<file path="src/hdl/gds_pkg.sv">
// Shared constants, register codes and types of the grid diffusion stencil.
package gds_pkg;

	localparam int VALUE_BITS_DEFAULT  = 32;
	localparam int FACTOR_BITS_DEFAULT = 16;
	localparam int MAX_WIDTH_DEFAULT   = 1024;

	localparam int CFG_DIM_BITS   = 11;
	localparam int CFG_INDEX_BITS = 2;

	localparam int GRID_WIDTH_RESET  = 64;
	localparam int GRID_HEIGHT_RESET = 64;
	localparam int FACTOR_RESET      = 26214;

	localparam int NEIGHBOR_SHARES = 4;
	localparam int SHARE_BITS      = $clog2(NEIGHBOR_SHARES);
	localparam int COUNT_BITS      = $clog2(NEIGHBOR_SHARES + 1);

	typedef enum logic [CFG_INDEX_BITS-1:0] {
		REG_GRID_WIDTH       = 2'd0,
		REG_GRID_HEIGHT      = 2'd1,
		REG_DIFFUSION_FACTOR = 2'd2
	} gds_reg_t;

	typedef struct packed {
		logic emit;
		logic has_up;
		logic has_left;
		logic has_right;
		logic has_down;
		logic last_cell;
	} gds_tap_t;

endpackage

</file>
<file path="src/hdl/gds_ctrl.sv">
// Configuration registers, raster counters and neighbor selection per cell.
module gds_ctrl #(
	parameter int MAX_WIDTH      = gds_pkg::MAX_WIDTH_DEFAULT,
	parameter int FACTOR_BITS    = gds_pkg::FACTOR_BITS_DEFAULT,
	localparam int AW            = $clog2(MAX_WIDTH),
	localparam int CFG_DATA_BITS = (FACTOR_BITS > gds_pkg::CFG_DIM_BITS) ?
		FACTOR_BITS : gds_pkg::CFG_DIM_BITS
) (
	input  logic                                clk,
	input  logic                                arst_n,
	input  logic                                cfg_wr_en,
	input  logic [gds_pkg::CFG_INDEX_BITS-1:0]  cfg_index,
	input  logic [CFG_DATA_BITS-1:0]            cfg_data,
	input  logic                                cell_valid,
	input  logic                                cell_mode,
	input  logic                                s1_ready,
	output logic                                take,
	output gds_pkg::gds_tap_t                   tap,
	output logic [AW-1:0]                       rd_addr,
	output logic [AW-1:0]                       rd_addr_next,
	output logic [FACTOR_BITS-1:0]              factor
);
	import gds_pkg::*;

	localparam int WW = $clog2(MAX_WIDTH + 1);
	localparam int LW = (WW > CFG_DIM_BITS) ? WW : CFG_DIM_BITS;

	logic [CFG_DIM_BITS-1:0] grid_width_q, grid_height_q;
	logic [FACTOR_BITS-1:0]  factor_q;
	logic [CFG_DIM_BITS-1:0] row_q;
	logic [AW-1:0]           col_q;

	logic [LW-1:0]           width_ext, width_eff, col_inc;
	logic [CFG_DIM_BITS-1:0] height_eff;
	logic                    all_rows, last_col;

	always_ff @(posedge clk or negedge arst_n) begin
		if (!arst_n) begin
			grid_width_q  <= CFG_DIM_BITS'(GRID_WIDTH_RESET);
			grid_height_q <= CFG_DIM_BITS'(GRID_HEIGHT_RESET);
			factor_q      <= FACTOR_BITS'(FACTOR_RESET);
		end else if (cfg_wr_en) begin
			unique case (cfg_index)
				REG_GRID_WIDTH:       grid_width_q  <= cfg_data[CFG_DIM_BITS-1:0];
				REG_GRID_HEIGHT:      grid_height_q <= cfg_data[CFG_DIM_BITS-1:0];
				REG_DIFFUSION_FACTOR: factor_q      <= cfg_data[FACTOR_BITS-1:0];
				default: ;
			endcase
		end
	end

	always_comb begin
		width_ext = LW'(grid_width_q);
		if (width_ext == '0) begin
			width_eff = LW'(1);
		end else if (width_ext > LW'(MAX_WIDTH)) begin
			width_eff = LW'(MAX_WIDTH);
		end else begin
			width_eff = width_ext;
		end
		height_eff = (grid_height_q == '0) ? CFG_DIM_BITS'(1) : grid_height_q;
		col_inc    = LW'(col_q) + LW'(1);
		last_col   = col_inc >= width_eff;
		all_rows   = row_q >= height_eff;
	end

	assign take = cell_valid && s1_ready && (cell_mode == all_rows);

	always_comb begin
		tap.emit      = row_q != '0;
		tap.has_up    = row_q >= CFG_DIM_BITS'(2);
		tap.has_left  = col_q != '0;
		tap.has_right = !last_col;
		tap.has_down  = !cell_mode;
		tap.last_cell = cell_mode && last_col;
	end

	assign rd_addr      = col_q;
	assign rd_addr_next = (col_q == AW'(MAX_WIDTH - 1)) ? '0 : col_q + AW'(1);
	assign factor       = factor_q;

	always_ff @(posedge clk or negedge arst_n) begin
		if (!arst_n) begin
			row_q <= '0;
			col_q <= '0;
		end else if (take) begin
			if (last_col) begin
				col_q <= '0;
				row_q <= cell_mode ? '0 : row_q + CFG_DIM_BITS'(1);
			end else begin
				col_q <= col_q + AW'(1);
			end
		end
	end

endmodule

</file>
<file path="config.mk">
export PLATFORM = sky130hd
export DESIGN_NAME = gds_ctrl
export DESIGN_NICKNAME = d
export VERILOG_FILES = /design/src/hdl/gds_pkg.sv /design/src/hdl/gds_ctrl.sv
export SDC_FILE = /design/constraint.sdc
export NUM_CORES = 1
export LEC_CHECK = 0
export ABC_AREA = 1
export ABC_CLOCK_PERIOD_IN_PS = 7300
export BUFFER_PORTS_ARGS = -buffer_cell sky130_fd_sc_hd__buf_4
export CORE_AREA = 2 2 85 87
export DETAILED_ROUTE_END_ITERATION = 8
export DIE_AREA = 0 0 87 89
export PLACE_DENSITY = 0.77
export SLEW_MARGIN = 10
export SYNTH_ARGS = -nofsm -noshare
export SYNTH_HDL_FRONTEND = slang
export SYNTH_SLANG_ARGS = --single-unit
</file>
<file path="constraint.sdc">
create_clock -name clk -period 7.3 [get_ports clk]
set_clock_uncertainty 0.1 [all_clocks]
set_input_delay 0.365 -clock clk [delete_from_list [all_inputs] [get_ports clk]]
set_output_delay 0.365 -clock clk [all_outputs]
set_load 0.02 [all_outputs]
</file>
==> impl_metrics.env <==
export IMPL_grt_pass1_vias=3036
export IMPL_synth_distinct_cells=33
export IMPL_cellLeakagePower_uw=0.00229
export IMPL_synth_mux_area_frac=0.0155
export IMPL_ys_warn_count=0
export IMPL_synth_area_leader_cell="dfrtp_1"
export IMPL_slowest_stage="inv_1"
export IMPL_clock_latency_ns=0.36
export IMPL_grt_pass1_wl_mm=13.8
export IMPL_max_slew_margin=0.493
export IMPL_drive_above_1_share=0.201
export IMPL_max_freq_ghz=0.238
export IMPL_drc=0
export IMPL_clk_pin_slew_worst_paths_ns=0.08
export IMPL_grt_total_usage=0.228
export IMPL_ir_drop_mv=0.180
export IMPL_whs_ns=0.142
export IMPL_path_class="reg2out"
export IMPL_final_cell_mix="140 x nand2_1, 66 x buf_4, 61 x inv_1, 49 x dfrtp_1, 36 x o21ai_0"
export IMPL_routabilityCongestion=0.924
export IMPL_cts_tree="done"
export IMPL_hold_violations=0
export IMPL_synth_top_family_by_area="simple AND/OR/NAND/NOR gates"
export IMPL_powerDensity_nw_per_um2=337
export IMPL_post_drt_via_cell_ratio=5.29
export IMPL_yosys_area_share_simple=0.275
export IMPL_dieWidth_um=87
export IMPL_crit_required_ns=6.84
export IMPL_n_antenna_cell=0
export IMPL_finalSetupViolCount=0
export IMPL_swShare=0.426
export IMPL_tightest_slew_ns=0.759
export IMPL_cts_resized=0
export IMPL_initialDrtViolationCount=134
export IMPL_period_needed_ns=4.20
export IMPL_die_area_sq_um=7740
export IMPL_crit_path_end_kind="primary output"
export IMPL_combPwrFrac=0.449
export IMPL_cap_violations=0
export IMPL_fill_cells=585
export IMPL_multiInputGateArea_sq_um=1820
export IMPL_syn_avg_cell_area_sq_um=7.67
export IMPL_p_switching_uw=628
export IMPL_area_growth_pct=20.7
export IMPL_syn_num_nets=524
export IMPL_num_rows=30
export IMPL_drt_pass1_iter_count=4
export IMPL_worstPathCellList="ha_1 -> nand3_2 -> nor2_1 -> nand3_1 -> nor3_1 -> ha_1 -> nand2_1 -> nor2_1 -> and2_1 -> nand2_1 -> nand4_1 -> inv_1 -> nor2_1 -> buf_4"
export IMPL_worstHoldPathType="in2reg"
export IMPL_numCtsBuffers=9
export IMPL_grt_setup_unrepaired="false"
export IMPL_place_inst=605
export IMPL_synth_compound_area_frac=0.0887
export IMPL_portBuffers=66
export IMPL_vias=3289
export IMPL_grt_overflow=0
export IMPL_tns_ns=0
export IMPL_pin_count=67
export IMPL_cp_slowest_stage_delay_ns=0.52
export IMPL_coreArea_sq_um=6720
export IMPL_htree_levels=3
export IMPL_ant_nets=0
export IMPL_final_common_cell="nand2_1"
export IMPL_synth_seq_cells=59
export IMPL_fin_nets=588
export IMPL_drt_wl_total_mm=8.36
export IMPL_grt_max_degree=60
export IMPL_regArea_sq_um=1490
export IMPL_final_cells=622
export IMPL_place_hpwl_mm=6.03
export IMPL_synth_top_cell_area_share=0.338
export IMPL_maxSlewViolCount=0
export IMPL_netlist_area_sq_um=3630
export IMPL_pwr_share_seq=0.316
export IMPL_intPower_uw=847
export IMPL_finalCritPeriodShare=0.575
export IMPL_ys_seq_area_frac=0.411
export IMPL_yosys_area_share_xor_xnor=0.0290
export IMPL_power_uw=1480
export IMPL_antenna_found_initial=0
export IMPL_synth_fa_ha_area_frac=0.0932
export IMPL_cp_start_kind="flip-flop"
export IMPL_path_max_fanout=13
export IMPL_power_share_clock=0.234
export IMPL_clockBufferDepth=2
export IMPL_critPathMostFrequentCell="nor2_1"
export IMPL_cts_root_buf="clkbuf_8"
export IMPL_die_h_um=89
export IMPL_cts_sinks=59
export IMPL_floorplan_initialDensity=0.540
export IMPL_arrival_ns=3.73
export IMPL_synthCells=473
export IMPL_synth_area_leaders="dfrtp_1 34%, nand2_1 14%, ha_1 9.3%"
export IMPL_ctsHoldBuffers=1
export IMPL_cts_setup_buffers=0
export IMPL_avgRoutedWirePerCell_um=13.4
export IMPL_status="finished, final reports clean"
-- routing by layer --
layer  GRT usage  share of wire  up-vias
met5           0              0        -
met4       0.101          0.016        0
met3      0.0369          0.059       10
met2       0.368           0.46      111
met1       0.305           0.46     1519
li1            -              -     1649
-- sequential cells by signal (all words and copies together), names as in the netlist --
signal / flops
grid_width_q: 11
rd_addr: 10
row_q: 11
factor: 16
grid_height_q: 11
-- layout make-up --
cell class	instances	area share
timing repair buffer	67	0.115
inverter	64	0.0549
clock inverter	7	0.0229
sequential	59	0.340
clock buffer	9	0.0283
multi-input combinational	336	0.415
tap	80	0.0229
-- stage by stage --
step / cell area [sq um] / utilization / worst slack [ns]
2_1_floorplan: 3630 / - / 4.15
3_3_place_gp: 4140 / 0.617 / 3.67
3_5_place_dp: 4140 / 0.617 / 3.52
4_1_cts: 4380 / 0.651 / 3.08
5_1_grt: 4380 / 0.651 / 2.75
6_report: 4380 / 0.651 / 3.10
-- power by group through the flow --
stage | Clock (uW) | Sequential (uW) | Combinational [uW]
after floorplan | 0 | 498 | 401
after global placement | 0 | 467 | 641
after detailed placement | 0 | 471 | 661
after CTS | 349 | 466 | 666
after global routing | 362 | 476 | 733
final | 346 | 467 | 663
-- synthesized netlist by cell type --
master	count
nor2_2	2
nor3_1	13
buf_4	4
nor3_2	2
dfrtp_1	49
clkbuf_1	6
nor2_1	29
mux2_2	5
buf_2	3
a41o_1	1
ha_1	27
nand3_4	1
nor4_1	6
o21ai_0	36
inv_1	61
buf_6	1
inv_2	2
nand2_2	2
nand3b_1	1
nand2_1	140
dfstp_2	10
nand4_1	6
and2_1	1
nand3_2	1
o21ai_1	10
nand3_1	25
clkinv_1	1
xnor2_1	2
nor2_4	1
a21oi_2	1
a21o_1	1
a21oi_1	13
xor2_1	10
-- cell families after synthesis --
family                     count (synthesis)
AOI/OAI and AO/OA                         62
xor gates and xnor gates                  12
adders and majority gates                 27
buffers and inverters                     78
DFF                                       59
muxes                                      5
and+or+nand+nor                          230
-- worst max-delay path: cells and delay by family (launching register included) --
| kind | cells | cell delay [ns] |
|---|---|---|
| buffers and inverters | 2 | 0.69 |
| and+or+nand+nor | 10 | 1.62 |
| DFF | 1 | 0.47 |
| adders and majority gates | 2 | 0.59 |
-- path summary, 6_finish.rpt --
kind | startpoint | end | slack (ns) | cells after the start
min in group asynchronous | arst_n | factor[11] | 0.51 | 2
worst min-delay path | cfg_data[11] | factor[11] | 0.14 | 2
worst max register to register | rd_addr[0] | rd_addr[7] | 3.72 | 14
worst max-delay path | rd_addr[0] | tap[0] | 3.10 | 14
worst min register to register | grid_height_q[1] | grid_height_q[1] | 0.39 | 2
max in group asynchronous | arst_n | row_q[9] | 6.10 | 2
Note: power is estimated with default switching activity, not from simulation.
