### src/hdl/gds_pkg.sv
// Shared constants, register codes and types of the grid diffusion stencil.
package gds_pkg;

	localparam int VALUE_BITS_DEFAULT  = 32;
	localparam int FACTOR_BITS_DEFAULT = 16;
	localparam int MAX_WIDTH_DEFAULT   = 1024;

	localparam int CFG_DIM_BITS   = 11;
	localparam int CFG_INDEX_BITS = 2;

	localparam int GRID_WIDTH_RESET  = 64;
	localparam int GRID_HEIGHT_RESET = 64;
	localparam int FACTOR_RESET      = 26214;

	localparam int NEIGHBOR_SHARES = 4;
	localparam int SHARE_BITS      = $clog2(NEIGHBOR_SHARES);
	localparam int COUNT_BITS      = $clog2(NEIGHBOR_SHARES + 1);

	typedef enum logic [CFG_INDEX_BITS-1:0] {
		REG_GRID_WIDTH       = 2'd0,
		REG_GRID_HEIGHT      = 2'd1,
		REG_DIFFUSION_FACTOR = 2'd2
	} gds_reg_t;

	typedef struct packed {
		logic emit;
		logic has_up;
		logic has_left;
		logic has_right;
		logic has_down;
		logic last_cell;
	} gds_tap_t;

endpackage

### src/hdl/gds_datapath.sv
// Stencil arithmetic pipeline: neighbor sum, scaling product, saturation, output.
module gds_datapath #(
	parameter int MAX_WIDTH   = gds_pkg::MAX_WIDTH_DEFAULT,
	parameter int VALUE_BITS  = gds_pkg::VALUE_BITS_DEFAULT,
	parameter int FACTOR_BITS = gds_pkg::FACTOR_BITS_DEFAULT,
	localparam int AW         = $clog2(MAX_WIDTH)
) (
	input  logic                         clk,
	input  logic                         arst_n,
	input  logic                         take,
	input  gds_pkg::gds_tap_t            tap,
	input  logic [AW-1:0]                rd_addr,
	input  logic signed [VALUE_BITS-1:0] cell_value,
	input  logic [FACTOR_BITS-1:0]       factor,
	input  logic signed [VALUE_BITS-1:0] center,
	input  logic signed [VALUE_BITS-1:0] right,
	input  logic signed [VALUE_BITS-1:0] up,
	output logic                         s1_ready,
	output logic                         wr_en,
	output logic [AW-1:0]                wr_addr,
	output logic signed [VALUE_BITS-1:0] wr_row1,
	output logic signed [VALUE_BITS-1:0] wr_row2,
	output logic                         out_valid,
	input  logic                         out_ready,
	output logic signed [VALUE_BITS-1:0] new_value,
	output logic                         last_cell
);
	import gds_pkg::*;

	localparam int DW    = VALUE_BITS + 4;
	localparam int PW    = DW + FACTOR_BITS + 1;
	localparam int SHIFT = FACTOR_BITS + SHARE_BITS;
	localparam int QW    = PW - SHIFT;
	localparam int RW    = VALUE_BITS + 4;

	logic ld_out, ld3, ld2;

	logic                         s1_v;
	gds_tap_t                     tap_s1;
	logic [AW-1:0]                addr_s1;
	logic signed [VALUE_BITS-1:0] cell_s1;
	logic signed [VALUE_BITS-1:0] left_q;

	logic                         s2_v;
	logic signed [DW-1:0]         diff_s2;
	logic signed [VALUE_BITS-1:0] center_s2;
	logic                         last_s2;

	logic                         s3_v;
	logic signed [PW-1:0]         prod_s3;
	logic signed [VALUE_BITS-1:0] center_s3;
	logic                         last_s3;

	logic                         out_v_q;
	logic signed [VALUE_BITS-1:0] value_q;
	logic                         last_q;

	logic signed [DW-1:0]         up_t, left_t, right_t, down_t, center_t, sum, nv, diff;
	logic [COUNT_BITS-1:0]        n;
	logic signed [FACTOR_BITS:0]  factor_s;
	logic signed [QW-1:0]         share;
	logic signed [RW-1:0]         total;
	logic                         in_range;
	logic signed [VALUE_BITS-1:0] sat;

	assign ld_out   = !out_v_q || out_ready;
	assign ld3      = !s3_v || ld_out;
	assign ld2      = !s2_v || ld3;
	assign s1_ready = !s1_v || ld2;

	// stage 1: neighbor sum against the memory read
	always_comb begin
		center_t = $signed({{(DW-VALUE_BITS){center[VALUE_BITS-1]}}, center});
		up_t     = tap_s1.has_up ?
			$signed({{(DW-VALUE_BITS){up[VALUE_BITS-1]}}, up}) : '0;
		left_t   = tap_s1.has_left ?
			$signed({{(DW-VALUE_BITS){left_q[VALUE_BITS-1]}}, left_q}) : '0;
		right_t  = tap_s1.has_right ?
			$signed({{(DW-VALUE_BITS){right[VALUE_BITS-1]}}, right}) : '0;
		down_t   = tap_s1.has_down ?
			$signed({{(DW-VALUE_BITS){cell_s1[VALUE_BITS-1]}}, cell_s1}) : '0;
		sum      = up_t + left_t + right_t + down_t;
		n        = COUNT_BITS'(tap_s1.has_up) + COUNT_BITS'(tap_s1.has_left) +
			COUNT_BITS'(tap_s1.has_right) + COUNT_BITS'(tap_s1.has_down);
		case (n)
			COUNT_BITS'(1): nv = center_t;
			COUNT_BITS'(2): nv = center_t <<< 1;
			COUNT_BITS'(3): nv = center_t + (center_t <<< 1);
			COUNT_BITS'(4): nv = center_t <<< 2;
			default:        nv = '0;
		endcase
		diff = sum - nv;
	end

	assign wr_en   = s1_v && ld2;
	assign wr_addr = addr_s1;
	assign wr_row1 = tap_s1.has_down ? cell_s1 : center;
	assign wr_row2 = center;

	// stage 3: floor of the scaled difference, add back, saturate
	always_comb begin
		share    = $signed(prod_s3[PW-1:SHIFT]);
		total    = $signed({{(RW-VALUE_BITS){center_s3[VALUE_BITS-1]}}, center_s3}) +
			$signed({{(RW-QW){share[QW-1]}}, share});
		in_range = (&total[RW-1:VALUE_BITS-1]) || !(|total[RW-1:VALUE_BITS-1]);
		if (in_range) begin
			sat = total[VALUE_BITS-1:0];
		end else if (total[RW-1]) begin
			sat = $signed({1'b1, {(VALUE_BITS-1){1'b0}}});
		end else begin
			sat = $signed({1'b0, {(VALUE_BITS-1){1'b1}}});
		end
	end

	assign factor_s = $signed({1'b0, factor});

	always_ff @(posedge clk or negedge arst_n) begin
		if (!arst_n) begin
			s1_v    <= 1'b0;
			s2_v    <= 1'b0;
			s3_v    <= 1'b0;
			out_v_q <= 1'b0;
		end else begin
			if (s1_ready) s1_v <= take;
			if (ld2) s2_v <= s1_v && tap_s1.emit;
			if (ld3) s3_v <= s2_v;
			if (ld_out) out_v_q <= s3_v;
		end
	end

	always_ff @(posedge clk) begin
		if (s1_ready) begin
			tap_s1  <= tap;
			addr_s1 <= rd_addr;
			cell_s1 <= cell_value;
		end
		if (wr_en) left_q <= center;
		if (ld2) begin
			diff_s2   <= diff;
			center_s2 <= center;
			last_s2   <= tap_s1.last_cell;
		end
		if (ld3) begin
			prod_s3   <= diff_s2 * factor_s;
			center_s3 <= center_s2;
			last_s3   <= last_s2;
		end
		if (ld_out) begin
			value_q <= sat;
			last_q  <= last_s3;
		end
	end

	assign out_valid = out_v_q;
	assign new_value = value_q;
	assign last_cell = last_q;

endmodule

### config.mk
export PLATFORM = sky130hd
export DESIGN_NAME = gds_datapath
export DESIGN_NICKNAME = d
export VERILOG_FILES = /design/src/hdl/gds_pkg.sv /design/src/hdl/gds_datapath.sv
export SDC_FILE = /design/constraint.sdc
export NUM_CORES = 2
export LEC_CHECK = 0
export BUFFER_PORTS_ARGS = -buffer_cell sky130_fd_sc_hd__buf_2
export CAP_MARGIN = 20
export CORE_MARGIN = 2
export CORE_UTILIZATION = 58
export CTS_CLUSTER_DIAMETER = 80
export DETAILED_ROUTE_END_ITERATION = 6
export HOLD_SLACK_MARGIN = 0.05
export PLACE_DENSITY_LB_ADDON = 0.08
export RECOVER_POWER = 25
export SLEW_MARGIN = 20
export SYNTH_ARGS = -nofsm -noshare
export SYNTH_HDL_FRONTEND = slang
export SYNTH_SLANG_ARGS = --single-unit
### constraint.sdc
create_clock -name clk -period 9.41 [get_ports clk]
set_clock_uncertainty 0.2 [all_clocks]
set_input_delay 0.4705 -clock clk [delete_from_list [all_inputs] [get_ports clk]]
set_output_delay 0.4705 -clock clk [all_outputs]
set_load 0.005 [all_outputs]
==> results.cfg <==
[min_path]
hp-start = center_s2[0]
hold_class = flop to flop

[route]
vias_per_cell = 5.53
vias = 26575
firstDrtPassIters = 5
drtAntennaViolNets = 0
drcViolationCount = 0
drt_iter0_drc = 1942
wl_per_cell_um = 20.0
wirelength_mm = 96.4

[setup_path]
reg2reg_slack_ns = 1.16
rr_endpoint = diff_s2[34]
r2r_start = tap_s1[4]
cp.buffers_inverters = 3
cp_num_cells = 25
path_class = flop to flop
cp-endpoint = diff_s2[34]
arrival_ns = 8.37
worst-r2r-cell-count = 25
crit_fanout = 33
startpoint_type = flop
crit_slowest_cell = nor2_2
critPathTopFamily = adder cells
crit_path_end_kind = flop
startpoint = tap_s1[4]
worst_path_largest_cell_delay_ns = 0.70
worstPathRequired_ns = 9.53

[grt]
grt_pass1_wl_mm = 155
antenna_found_initial = 1
grt_max_degree = 71
grt_overflow = 0
grt_pass1_vias = 27885
groute.usage.overall_pct = 30.6

[layout]
fillers = 5295
area_delta_synth_final_pct = 9.04
layout.nets = 4980
drive_above_1_share_pct = 8.89
stdcell_area_sq_mm = 0.0399
fin_util_pct = 63.7

[clocking]
cts_buffer_depth = 3
post_cts_resized = 0
cts.htree.levels = 1
clkTransAtPathRegs_ns = 0.07
cts_sinks = 254
clock-root-buffer = clkbuf_16
cts_buffers = 27
clk_latency_ns = 0.57
cts_tree = built

[die]
io_pins = 274
start_util_pct = 58.4
core_sq_mm = 0.0627
die_h_um = 255
die_area_sq_mm = 0.0652
die_x_um = 255
row_count = 92

[sta]
grt_setup_unrepaired = false
setup_viol = 0
fin_crit_ns = 8.25
slew_violations = 0
fmax_mhz = 121
hold_viol = 0
setup-tns-final_ns = 0
period_share_pct = 87.7
relSlewSlack_pct = 30.9
worst_slew_pin_slew_ns = 1.04
final_critical_path_setup_slack_ns = 1.16

[logic_synthesis]
syn_inst = 3728
netlist_top_cells_count = 764 x inv_1, 649 x fa_1, 456 x nand2_1, 317 x and2_1, 250 x edfxtp_1
syn-cell-area_sq_mm = 0.0366
avgSynthCellArea_sq_um = 9.83
yosys_warnings = 0
yosysMostFrequentCell = inv_1
synth_cell_type_count = 80
synth_nets = 4768
synth-edff-count = 250
yosysTopAreaCellShare_pct = 35.5
ys.flop_type = edfxtp_1
yosysTopAreaCell = fa_1
synth-seq-cells = 254
postSynth.asyncResetShare_pct = 1.57
synth_seq_area_share_pct = 20.8
yosys-top-cells-area = fa_1 35%, edfxtp_1 20%, inv_1 7.8%

[run]
maxCapViolCount = 0

[placed_design]
io_buffers = 273
dpl_worst_slack_ns = 1.32
placed_cell_area_sq_mm = 0.0385
gp_congestion = 0.916
hpwl_mm = 75.6

[run_status]
status = finished clean
[stage by stage]
step	hold slack, ns	cells
2_1_floorplan	-0.0251	3728
3_3_place_gp	0.0794	4696
3_5_place_dp	0.0803	4696
4_1_cts	0.0501	4806
5_1_grt	0.206	4806
6_report	0.216	4807
[worst register-to-register path, cell delays in order, from the launching register on]
cell	delay, ns
edfxtp_1	0.33
buf_4	0.33
fa_1	0.49
ha_1	0.20
ha_1	0.47
inv_1	0.32
nor2_2	0.70
a22oi_1	0.19
nor2_1	0.13
a21oi_1	0.06
o41ai_1	0.16
fa_1	0.54
fa_1	0.49
fa_1	0.51
inv_1	0.05
ha_1	0.33
and2_1	0.20
a21oi_1	0.23
or3b_1	0.39
o211ai_1	0.46
o21ai_1	0.15
a21oi_1	0.30
o21ai_1	0.20
a211o_1	0.28
a21oi_1	0.19
xnor2_1	0.10
[sequential cells by signal (all words and copies together) (netlist names), 6 cells and up]
signal     cells
diff_s2       36
center_s3     32
prod_s3       35
left_q        32
center_s2     32
wr_addr       10
new_value     32
tap_s1         6
cell_s1       32
[layout make-up]
cell class	count	area [sq um]	area share, %
Sequential cell	254	7610	19.0
Inverter	764	2870	7.18
Multi-Input combinational cell	2530	25400	63.5
Clock buffer	33	718	1.80
Tap cell	846	1060	2.65
Antenna cell	1	2.50	0.00626
Timing Repair Buffer	363	2150	5.37
Clock inverter	16	184	0.460
[cell families after synthesis]
kind of cell	after synthesis	share of synthesized area, %
AO/OA/AOI/OAI	495	8.97
XOR/XNOR	124	2.96
adder cells (fa/ha/maj)	876	43.2
buffers and inverters	944	10.1
flip-flops	254	20.8
multiplexers	10	0.290
AND/OR/NAND/NOR	1025	13.7
[how the worst min path moves through the flow]
stage                         to  slack (ns)  depth (start not counted)
floorplan              out_valid       -0.03                          0
global placement       out_valid        0.08                          1
detailed placement     out_valid        0.08                          1
CTS                   left_q[25]        0.05                          1
global route           left_q[0]        0.21                          1
finish              center_s3[0]        0.22                          0
[placed cells by master, fill, tap and decap left out, types with 6 or more instances in the layout]
cell type	instances
ha_1	227
a22oi_1	31
o21bai_1	21
nand2b_1	22
clkbuf_1	42
nor2b_1	17
and3_1	15
o21ai_0	92
nand3_1	25
dlygate4sd3_1	61
buf_4	29
edfxtp_1	250
a31oi_1	12
and4_1	6
fa_1	649
or2_2	11
a211o_1	7
o211ai_1	8
buf_2	235
a21o_1	57
a221oi_1	29
xnor2_1	81
a21oi_1	114
nand4_1	12
nand2_1	455
o21ai_1	19
o31ai_1	8
o21a_1	22
nor2_1	100
a211oi_1	20
xor2_1	43
nor3_1	18
inv_1	763
clkbuf_16	27
and2_1	316
[layer usage]
layer | up-vias | global-route usage [%] | share of wire, %
li1 | 12094 | - | -
met1 | 13521 | 41.4 | 42
met2 | 823 | 51.9 | 49
met3 | 135 | 4.57 | 6.1
met4 | 2 | 7.76 | 2.7
met5 | - | 0 | 0.013
[what timing repair did]
| item | in CTS | in global routing |
|---|---|---|
| buffers inserted | 0 | 0 |
| hold buffers | 61 | 0 |
| hold endpoints to repair | 69 | 0 |
Power is left out: the tool's default activity adds up to more than one toggle a clock period on the data nets, which glitch-free logic cannot reach.
